### config.mk
export PLATFORM = sky130hd
export DESIGN_NAME = wavelength_to_rgb_color
export DESIGN_NICKNAME = d
export VERILOG_FILES = /design/src/rtl/w2rgb_pkg.sv /design/src/rtl/wavelength_to_rgb_color.sv
export SDC_FILE = /design/constraint.sdc
export NUM_CORES = 1
export LEC_CHECK = 0
export BUFFER_PORTS_ARGS = -buffer_cell sky130_fd_sc_hd__buf_2
export CORE_ASPECT_RATIO = 1.4
export CORE_UTILIZATION = 65
export CTS_CLUSTER_DIAMETER = 30
export DETAILED_ROUTE_END_ITERATION = 8
export PLACE_DENSITY = 0.9
export SLEW_MARGIN = 0
export SYNTH_ARGS = -nofsm -noshare
export SYNTH_HDL_FRONTEND = slang
export SYNTH_SLANG_ARGS = --single-unit
export TNS_END_PERCENT = 50
### constraint.sdc
create_clock -name clk -period 6.3 [get_ports clk]
set_input_delay 0.63 -clock clk [delete_from_list [all_inputs] [get_ports clk]]
set_output_delay 0.63 -clock clk [all_outputs]
set_load 0.02 [all_outputs]
### src/rtl/w2rgb_pkg.sv
// Types and constants for the wavelength to RGB color converter.
`default_nettype none

package w2rgb_pkg;

	localparam int CHANNEL_BITS = 8;
	localparam int WL_BITS      = 10;
	localparam int D_BITS       = 9;
	localparam int R_BITS       = 7;
	localparam int RECIP_BITS   = 30;
	localparam int RECIP_SHIFT  = 36;

	localparam logic [WL_BITS-1:0] W_MIN = WL_BITS'(380);
	localparam logic [WL_BITS-1:0] W_MAX = WL_BITS'(750);
	localparam logic [R_BITS-1:0]  SPAN  = R_BITS'(74);

	// ceil(2^RECIP_SHIFT / SPAN): exact floor(p / SPAN) for every chroma * fraction product
	localparam logic [RECIP_BITS-1:0] SPAN_RECIP =
		RECIP_BITS'(((64'd1 << RECIP_SHIFT) + 64'd73) / 64'd74);

	typedef enum logic [2:0] {
		SEC_RED_YEL = 3'd0,
		SEC_YEL_GRN = 3'd1,
		SEC_GRN_CYN = 3'd2,
		SEC_CYN_BLU = 3'd3,
		SEC_BLU_MAG = 3'd4,
		SEC_MAG_RED = 3'd5
	} sector_t;

	typedef struct packed {
		logic [WL_BITS-1:0]      wavelength_nm;
		logic [CHANNEL_BITS-1:0] saturation;
		logic [CHANNEL_BITS-1:0] brightness;
	} light_t;

	typedef struct packed {
		logic [CHANNEL_BITS-1:0] red;
		logic [CHANNEL_BITS-1:0] green;
		logic [CHANNEL_BITS-1:0] blue;
	} rgb_t;

endpackage

`default_nettype wire

### src/rtl/wavelength_to_rgb_color.sv
// Wavelength to RGB color converter: five-stage pipeline top level.
//
// Input channel light (light_valid / light_ready) carries a wavelength in nm,
// a saturation and a brightness. Output channel color (color_valid /
// color_ready) carries the 8-bit red, green and blue result, one per item.
// The wavelength is clamped to 380..750 nm and mapped to a hue sector and a
// fraction of 1/74 steps; HSV is then converted to RGB.
//
// color_valid is the valid bit of the output register, the last of the stage
// registers s1 to s5 through which an accepted input transaction passes.
// Throughput is one item per cycle while color_ready is high: each of the five
// register stages advances whenever the stage after it does, and holds at most
// one multiplier (brightness * saturation, chroma * fraction, reciprocal
// multiply for the divide by 74).
// Reset clears all stage valid bits; light_ready is high out of reset.
// When color_ready is low the result holds in the output register and the
// stages behind it keep filling until each holds an item; then light_ready
// drops. Nothing is lost or repeated across a stall.
`default_nettype none

module wavelength_to_rgb_color
	import w2rgb_pkg::*;
(
	input  wire logic   clk,
	input  wire logic   arst_n,
	input  wire logic   light_valid,
	output logic        light_ready,
	input  wire light_t light,
	output logic        color_valid,
	input  wire logic   color_ready,
	output rgb_t        color
);

	localparam int N = CHANNEL_BITS;
	localparam int P_BITS = N + R_BITS;

	logic v_s1, v_s2, v_s3, v_s4, v_s5;
	logic rdy1, rdy2, rdy3, rdy4, rdy5;

	assign rdy5 = !v_s5 || color_ready;
	assign rdy4 = !v_s4 || rdy5;
	assign rdy3 = !v_s3 || rdy4;
	assign rdy2 = !v_s2 || rdy3;
	assign rdy1 = !v_s1 || rdy2;
	assign light_ready = rdy1;

	always_ff @(posedge clk or negedge arst_n) begin
		if (!arst_n) begin
			v_s1 <= 1'b0;
			v_s2 <= 1'b0;
			v_s3 <= 1'b0;
			v_s4 <= 1'b0;
			v_s5 <= 1'b0;
		end else begin
			if (rdy1) v_s1 <= light_valid;
			if (rdy2) v_s2 <= v_s1;
			if (rdy3) v_s3 <= v_s2;
			if (rdy4) v_s4 <= v_s3;
			if (rdy5) v_s5 <= v_s4;
		end
	end

	// stage 1: clamp, distance from the red end, brightness * saturation
	logic [WL_BITS-1:0] wl_clamp;
	logic [D_BITS-1:0]  d_s1;
	logic [2*N-1:0]     vs_s1;
	logic [N-1:0]       val_s1;

	always_comb begin
		if (light.wavelength_nm < W_MIN)
			wl_clamp = W_MIN;
		else if (light.wavelength_nm > W_MAX)
			wl_clamp = W_MAX;
		else
			wl_clamp = light.wavelength_nm;
	end

	always_ff @(posedge clk) begin
		if (rdy1 && light_valid) begin
			d_s1   <= D_BITS'(W_MAX - wl_clamp);
			vs_s1  <= (2*N)'(light.brightness) * (2*N)'(light.saturation);
			val_s1 <= light.brightness;
		end
	end

	// stage 2: sector and remainder of d / 74, chroma = vs / (2^N - 1)
	logic [2:0]         sec_num;
	logic [D_BITS-1:0]  sec_base;
	logic [2*N:0]       chroma_sum;
	sector_t            sec_s2;
	logic [R_BITS-1:0]  r_s2;
	logic [N-1:0]       chroma_s2;
	logic [N-1:0]       val_s2;

	always_comb begin
		sec_num  = 3'd0;
		sec_base = '0;
		for (int k = 1; k <= 5; k++) begin
			if (d_s1 >= D_BITS'(k * 74)) begin
				sec_num  = 3'(k);
				sec_base = D_BITS'(k * 74);
			end
		end
		// exact floor(x / (2^N - 1)) for any product of two N-bit values
		chroma_sum = (2*N+1)'(vs_s1) + (2*N+1)'(vs_s1 >> N) + (2*N+1)'(1);
	end

	always_ff @(posedge clk) begin
		if (rdy2 && v_s1) begin
			sec_s2    <= sector_t'(sec_num);
			r_s2      <= R_BITS'(d_s1 - sec_base);
			chroma_s2 <= N'(chroma_sum >> N);
			val_s2    <= val_s1;
		end
	end

	// stage 3: fraction, chroma * fraction, m = V - chroma
	logic [R_BITS-1:0] frac;
	sector_t           sec_s3;
	logic [P_BITS-1:0] p_s3;
	logic [N-1:0]      m_s3;
	logic [N-1:0]      val_s3;

	assign frac = sec_s2[0] ? (SPAN - r_s2) : r_s2;

	always_ff @(posedge clk) begin
		if (rdy3 && v_s2) begin
			sec_s3 <= sec_s2;
			p_s3   <= P_BITS'(chroma_s2) * P_BITS'(frac);
			m_s3   <= val_s2 - chroma_s2;
			val_s3 <= val_s2;
		end
	end

	// stage 4: x = p / 74 through the reciprocal multiply
	logic [P_BITS+RECIP_BITS-1:0] x_prod;
	sector_t      sec_s4;
	logic [N-1:0] x_s4;
	logic [N-1:0] m_s4;
	logic [N-1:0] val_s4;

	assign x_prod = (P_BITS+RECIP_BITS)'(p_s3) * (P_BITS+RECIP_BITS)'(SPAN_RECIP);

	always_ff @(posedge clk) begin
		if (rdy4 && v_s3) begin
			sec_s4 <= sec_s3;
			x_s4   <= N'(x_prod >> RECIP_SHIFT);
			m_s4   <= m_s3;
			val_s4 <= val_s3;
		end
	end

	// stage 5: place V, x + m and m by sector into the output register
	logic [N-1:0] xm;
	rgb_t         rgb_next;

	assign xm = x_s4 + m_s4;

	always_comb begin
		unique case (sec_s4)
			SEC_RED_YEL: rgb_next = '{red: val_s4, green: xm,     blue: m_s4};
			SEC_YEL_GRN: rgb_next = '{red: xm,     green: val_s4, blue: m_s4};
			SEC_GRN_CYN: rgb_next = '{red: m_s4,   green: val_s4, blue: xm};
			SEC_CYN_BLU: rgb_next = '{red: m_s4,   green: xm,     blue: val_s4};
			SEC_BLU_MAG: rgb_next = '{red: xm,     green: m_s4,   blue: val_s4};
			default:     rgb_next = '{red: val_s4, green: m_s4,   blue: xm};
		endcase
	end

	always_ff @(posedge clk) begin
		if (rdy5 && v_s4) begin
			color <= rgb_next;
		end
	end

	assign color_valid = v_s5;

endmodule

`default_nettype wire

Word-level counts from Yosys, hierarchy flattened
Cells that the tools add are included.
{"block": "totals", "in_bits": 30, "reg_bits": 149}
{"block": "classes", "mul": 3, "n_eq_ne": 4, "muxes": 13, "n_reduce_logical": 17, "order_cmp": 7, "n_addsub": 7}
{"op": "$pmux 24 s5", "count": 1}
{"op": "$mul 15x29->43 const B", "count": 1}
{"op": "$mux 7", "count": 6}
{"op": "$ge 9x8->1 const B", "count": 2}
{"op": "$ge 9x9->1 const B", "count": 2}
{"op": "$mux 9", "count": 2}
{"op": "$add 16x1->16 const B", "count": 1}
{"op": "$add 16x8->16", "count": 1}
{"op": "$mul 8x8->16", "count": 1}
{"op": "$mul 8x7->15", "count": 1}
{"op": "$gt 10x10->1 const B", "count": 1}
{"op": "$lt 10x9->1 const B", "count": 1}
{"op": "$ge 9x7->1 const B", "count": 1}
{"op": "$sub 8x9->9 const A", "count": 1}
{"op": "$add 8x8->8", "count": 1}
{"op": "$sub 8x8->8", "count": 1}
{"op": "$sub 7x7->7", "count": 1}
{"op": "$sub 7x7->7 const A", "count": 1}
{"op": "$eq 3x2->1 const B", "count": 2}
{"op": "$mux 3", "count": 2}
{"op": "$logic_and 1x1->1", "count": 5}
{"op": "$logic_not 1->1", "count": 5}
{"op": "$logic_or 1x1->1", "count": 5}
{"op": "$eq 3x1->1 const B", "count": 1}
{"op": "4 further kinds", "count": 5}

Depth between registers and ports, before layout
{"block": "logic_depth", "ltp_word": 7, "depth_mapped": 22, "mapped_depth_nobuf": 21}

Least setup slack after synthesis
No wires, ideal clock.
{"block": "synth_timing", "kind": "register to register", "startpoint": "register p_s3[12]", "endpoint": "register x_s4[7], data pin", "t_arrival_ps": 5519, "path_stages_with_launch": 19, "n_path_buf": 0, "synth_period_minus_slack_ps": 5793, "path_slack_ps": 507, "setup_time_ps": 274, "path_cell_list": "edfxtp_1 -> fa_1 -> inv_1 -> fa_1 -> fa_1 -> inv_1 -> fa_1 -> fa_1 -> inv_1 -> fa_1 -> inv_1 -> ha_1 -> o21ai_0 -> o21bai_1 -> a21o_1 -> a21oi_1 -> or4_4 -> a311oi_1 -> a311oi_2"}
{"block": "synth_via", "elab_chain_cells": 1}
{"element": "start: declaration", "line": "wavelength_to_rgb_color.sv:120", "source": "logic [P_BITS-1:0] p_s3;"}
{"element": "start signal: assignment", "line": "wavelength_to_rgb_color.sv:129", "source": "p_s3 <= P_BITS'(chroma_s2) * P_BITS'(frac);"}
{"element": "$mul 15x29->43", "line": "wavelength_to_rgb_color.sv:142", "source": "assign x_prod = (P_BITS+RECIP_BITS)'(p_s3) * (P_BITS+RECIP_BITS)'(SPAN_RECIP);"}
{"element": "named net x_prod[43]", "line": "wavelength_to_rgb_color.sv:136", "source": "logic [P_BITS+RECIP_BITS-1:0] x_prod;"}
{"element": "end signal: assignment", "line": "wavelength_to_rgb_color.sv:147", "source": "x_s4 <= N'(x_prod >> RECIP_SHIFT);"}
{"element": "end: declaration", "line": "wavelength_to_rgb_color.sv:138", "source": "logic [N-1:0] x_s4;"}
The timed path passes the listed nets, and every way through them passes these cells.
A chain may end at the register's enable or synchronous reset.

Worst setup path in the final report
{"block": "layout_timing", "startpoint": "register p_s3[14]", "endpoint": "register x_s4[7], data pin"}
Same word-level chain as after synthesis.

==> impl_metrics.yaml <==
setup_path:
  worst-endpoint-arrival_ps: 6270
  rr_worst_depth: 18
  worst_setup_path_endpoint: "x_s4[7]"
  r2r_setup_slack_ps: 190
  crit_start: "p_s3[14]"
  levels_on_crit_path: 18
  critPathSlowestCell: "sky130_fd_sc_hd__fa_1"
  timing.critical_path.buf_inv: 4
  crit-reg2reg-capture: "x_s4[7]"
  path_delay_family: "adder cells"
  worst_ep_required_time_ps: 6460
  worst_setup_path_end_kind: "flip-flop"
  crit_path_max_incr_delay_ps: 580
  crit_fanout: 6
  setup.worst_path.class: "flip-flop to flip-flop"
  crit_path_cell_chain: "fa_1, inv_1, fa_1, inv_1, fa_1, fa_1, fa_1, inv_1, fa_1, inv_1, ha_1, a211oi_1, o21bai_1, a21o_1, a21oi_1, or4_4, a311oi_2, a311oi_2"
  crit_top_cell: "sky130_fd_sc_hd__fa_1"
  timing.rr.start: "p_s3[14]"
  startpoint_type_of_the_worst_setup_path: "flip-flop"
detailed_routing:
  drt-vias-per-instance: 5.870
  detail_route.first_pass.iterations: 5
  drc: 0
  drt_first_iter_violations: 1037
  wl_per_cell_um: 19.09
  detailroute.via_count: 12770
  antenna_left: 0
  wirelength_um: 41520
finish:
  finish.cell_count_without_fillers: 2175
  drive_gt1_share_pct: 7.163
  fin_util_pct: 72.23
  nets: 2304
  most_common_cell_after_layout_fill_and_taps_aside: "sky130_fd_sc_hd__inv_1"
  most-common-layout-cells: "361 x sky130_fd_sc_hd__inv_1, 251 x sky130_fd_sc_hd__ha_1, 221 x sky130_fd_sc_hd__fa_1, 144 x sky130_fd_sc_hd__edfxtp_1, 140 x sky130_fd_sc_hd__nand2_1"
  syn_to_final_growth_pct: 8.329
  finish.instance_area_um2: 19040
  antenna_cells_inserted: 0
sta:
  fin_tns_setup_ps: 0
  max_clock_freq_mhz: 163.6
  final_worst_clock_skew_ps: 11.28
  worstMarginPinSlew_ps: 1230
  timing.final.hold_violations: 0
  period_utilization_pct: 97.03
  setup_repair_after_global_routing_missed_its_margin: "true"
  rel_slew_slack_pct: 18.00
  slew_violations: 0
  report.final.setup_viol: 0
  period_minus_slack_ps: 6113
global_routing:
  grt_overflow_total: 0
  total_grt_usage_pct: 31.85
  grt_max_degree: 59
  via_count_of_the_first_global_routing_pass: 13670
  grt_antenna_before_repair: 0
  wire_length_of_the_first_global_routing_pass_um: 67430
cts:
  cts_tree: "built"
  h_tree_levels: 4
  clock_sinks: 149
  cts.path.max_buffers: 2
  clkLatencyLatePin_ps: 440
  clockRootBuffer: "sky130_fd_sc_hd__clkbuf_16"
  tritoncts.num_buffers: 17
  worst_setup_hold_path_clk_slew_ps: 70
floorplanning:
  floorplan_core_area_um2: 26360
  floorplan.die.height_um: 196.6
  floorplan.rows: 70
  die_ar_um2: 27710
  floorplan.initialDensity_pct: 66.67
  top_level_ports: 56
  fp.dieW_um: 141.0
worst_hold_path:
  holdCritPathClass: "input port to flip-flop"
yosys:
  yosys-top-cells-area: "sky130_fd_sc_hd__fa_1 25%, sky130_fd_sc_hd__edfxtp_1 25%, sky130_fd_sc_hd__ha_1 18%"
  postSynthAreaPerCell_um2: 10.21
  post_synth_top_area_cell: "sky130_fd_sc_hd__fa_1"
  synth-async-reset-ratio_pct: 3.356
  yosysUniqueCellTypes: 60
  netlist_area_before_placement_um2: 17580
  synth_cells: 1721
  synth_top_flop_cell: "sky130_fd_sc_hd__edfxtp_1"
  synth_edf_count: 144
  yosysWarningCount: 0
  synthesis.nets: 2223
  yosysTopAreaCellShare_pct: 25.17
  synth.yosys.seq_area_share_pct: 25.31
  postSynthRegisterBits: 149
placed_design:
  port-buffer-count: 55
  dpl_cell_area_um2: 18410
  hpwlAfterDp_um: 34070
  cells_after_dpl: 2140
  routabilityCongestion: 1.020
outcome:
  outcome: "completed"
flow_run:
  max_cap_viol_count: 0
synth_stat cells, types with 5 or more instances:
| cell | instances |
|---|---|
| sky130_fd_sc_hd__a211oi_1 | 6 |
| sky130_fd_sc_hd__a21o_1 | 15 |
| sky130_fd_sc_hd__a21oi_1 | 82 |
| sky130_fd_sc_hd__a221oi_1 | 5 |
| sky130_fd_sc_hd__a31oi_1 | 14 |
| sky130_fd_sc_hd__and2_1 | 61 |
| sky130_fd_sc_hd__and3_1 | 8 |
| sky130_fd_sc_hd__clkbuf_1 | 21 |
| sky130_fd_sc_hd__dfrtp_1 | 5 |
| sky130_fd_sc_hd__edfxtp_1 | 144 |
| sky130_fd_sc_hd__fa_1 | 221 |
| sky130_fd_sc_hd__ha_1 | 251 |
| sky130_fd_sc_hd__inv_1 | 361 |
| sky130_fd_sc_hd__nand2_1 | 140 |
| sky130_fd_sc_hd__nand2b_1 | 12 |
| sky130_fd_sc_hd__nand3_1 | 21 |
| sky130_fd_sc_hd__nand4_1 | 12 |
| sky130_fd_sc_hd__nor2_1 | 65 |
| sky130_fd_sc_hd__nor2b_1 | 18 |
| sky130_fd_sc_hd__nor3_1 | 16 |
| sky130_fd_sc_hd__nor4_1 | 5 |
| sky130_fd_sc_hd__o211ai_1 | 16 |
| sky130_fd_sc_hd__o21a_1 | 12 |
| sky130_fd_sc_hd__o21ai_0 | 66 |
| sky130_fd_sc_hd__o22ai_1 | 14 |
| sky130_fd_sc_hd__o31ai_1 | 5 |
| sky130_fd_sc_hd__or2_2 | 7 |
| sky130_fd_sc_hd__or3_1 | 5 |
| sky130_fd_sc_hd__xnor2_1 | 52 |
| sky130_fd_sc_hd__xor2_1 | 15 |
area by class of cell:
cell class / count / area (µm²)
timing repair buffer: 84 / 495.5
fill: 1787 / 7322
clock inverter: 14 / 160.2
clock buffer: 18 / 429.2
multi-input combinational: 1189 / 11700
sequential: 149 / 4449
tap: 360 / 450.4
inverter: 361 / 1355
timing repair:
| action | in CTS | in global routing |
|---|---|---|
| setup buffers | 0 | 1 |
| resized for setup | 0 | 2 |
| hold endpoints to repair | 5 | 0 |
| hold buffers | 1 | 0 |
| setup endpoints to repair | 0 | 3 |
flip-flops by register name (all words and copies together), names as in the netlist:
signal       flops
color_valid      1
val_s2           8
v_s4             1
chroma_s2        8
v_s3             1
val_s1           8
vs_s1           16
sec_s3           3
v_s1             1
sec_s4           3
r_s2             7
p_s3            15
m_s3             8
d_s1             9
m_s4             8
val_s4           8
color           24
v_s2             1
sec_s2           3
val_s3           8
x_s4             8
metal layers:
layer  global-route usage (%)  wire length [µm]  up-vias  share of wire [%]
li1                         -                 -     5871                  -
met1                    33.01             14430     6255                 35
met2                    60.77             22840      493                 55
met3                    3.061              1545      148                3.7
met4                    20.61              2712        0                6.5
met5                        0                 0        -                  0
cells by family after synthesis:
family / synth area share (%)
DFF: 25.31
buffers and inverters: 8.200
xor gates and xnor gates: 3.339
and+or+nand+nor: 10.35
muxes: 0.1139
adders and majority gates: 43.04
AOI/OAI and AO/OA: 9.646
worst min-delay path by stage:
stage | from | to | slack [ps] | cells past startpoint
6_report | light_valid | v_s1 | 390 | 2
2_1_floorplan | arst_n | color_valid | 330 | 0
5_1_grt | light_valid | v_s1 | 390 | 2
4_1_cts | light_valid | v_s1 | 390 | 2
3_3_place_gp | m_s3[0] | m_s4[0] | 400 | 0
3_5_place_dp | m_s3[4] | m_s4[4] | 400 | 0
worst register-to-register path: stages, from the launching register on:
cell,delay (ps)
sky130_fd_sc_hd__edfxtp_1,500
sky130_fd_sc_hd__fa_1,580
sky130_fd_sc_hd__inv_1,130
sky130_fd_sc_hd__fa_1,520
sky130_fd_sc_hd__inv_1,60
sky130_fd_sc_hd__fa_1,530
sky130_fd_sc_hd__fa_1,530
sky130_fd_sc_hd__fa_1,550
sky130_fd_sc_hd__inv_1,60
sky130_fd_sc_hd__fa_1,520
sky130_fd_sc_hd__inv_1,40
sky130_fd_sc_hd__ha_1,360
sky130_fd_sc_hd__a211oi_1,100
sky130_fd_sc_hd__o21bai_1,200
sky130_fd_sc_hd__a21o_1,120
sky130_fd_sc_hd__a21oi_1,100
sky130_fd_sc_hd__or4_4,540
sky130_fd_sc_hd__a311oi_2,300
sky130_fd_sc_hd__a311oi_2,90
metrics by stage:
step,worst slack [ps],hold WS [ps]
after floorplan,507.1,334.4
after global placement,290.2,400.9
after detailed placement,211.2,404.5
after CTS,189.9,387.1
after global routing,-30.68,389.3
final,186.9,385.8
Power is left out: the tool's default activity adds up to more than one toggle a clock period on the data nets, which glitch-free logic cannot reach.
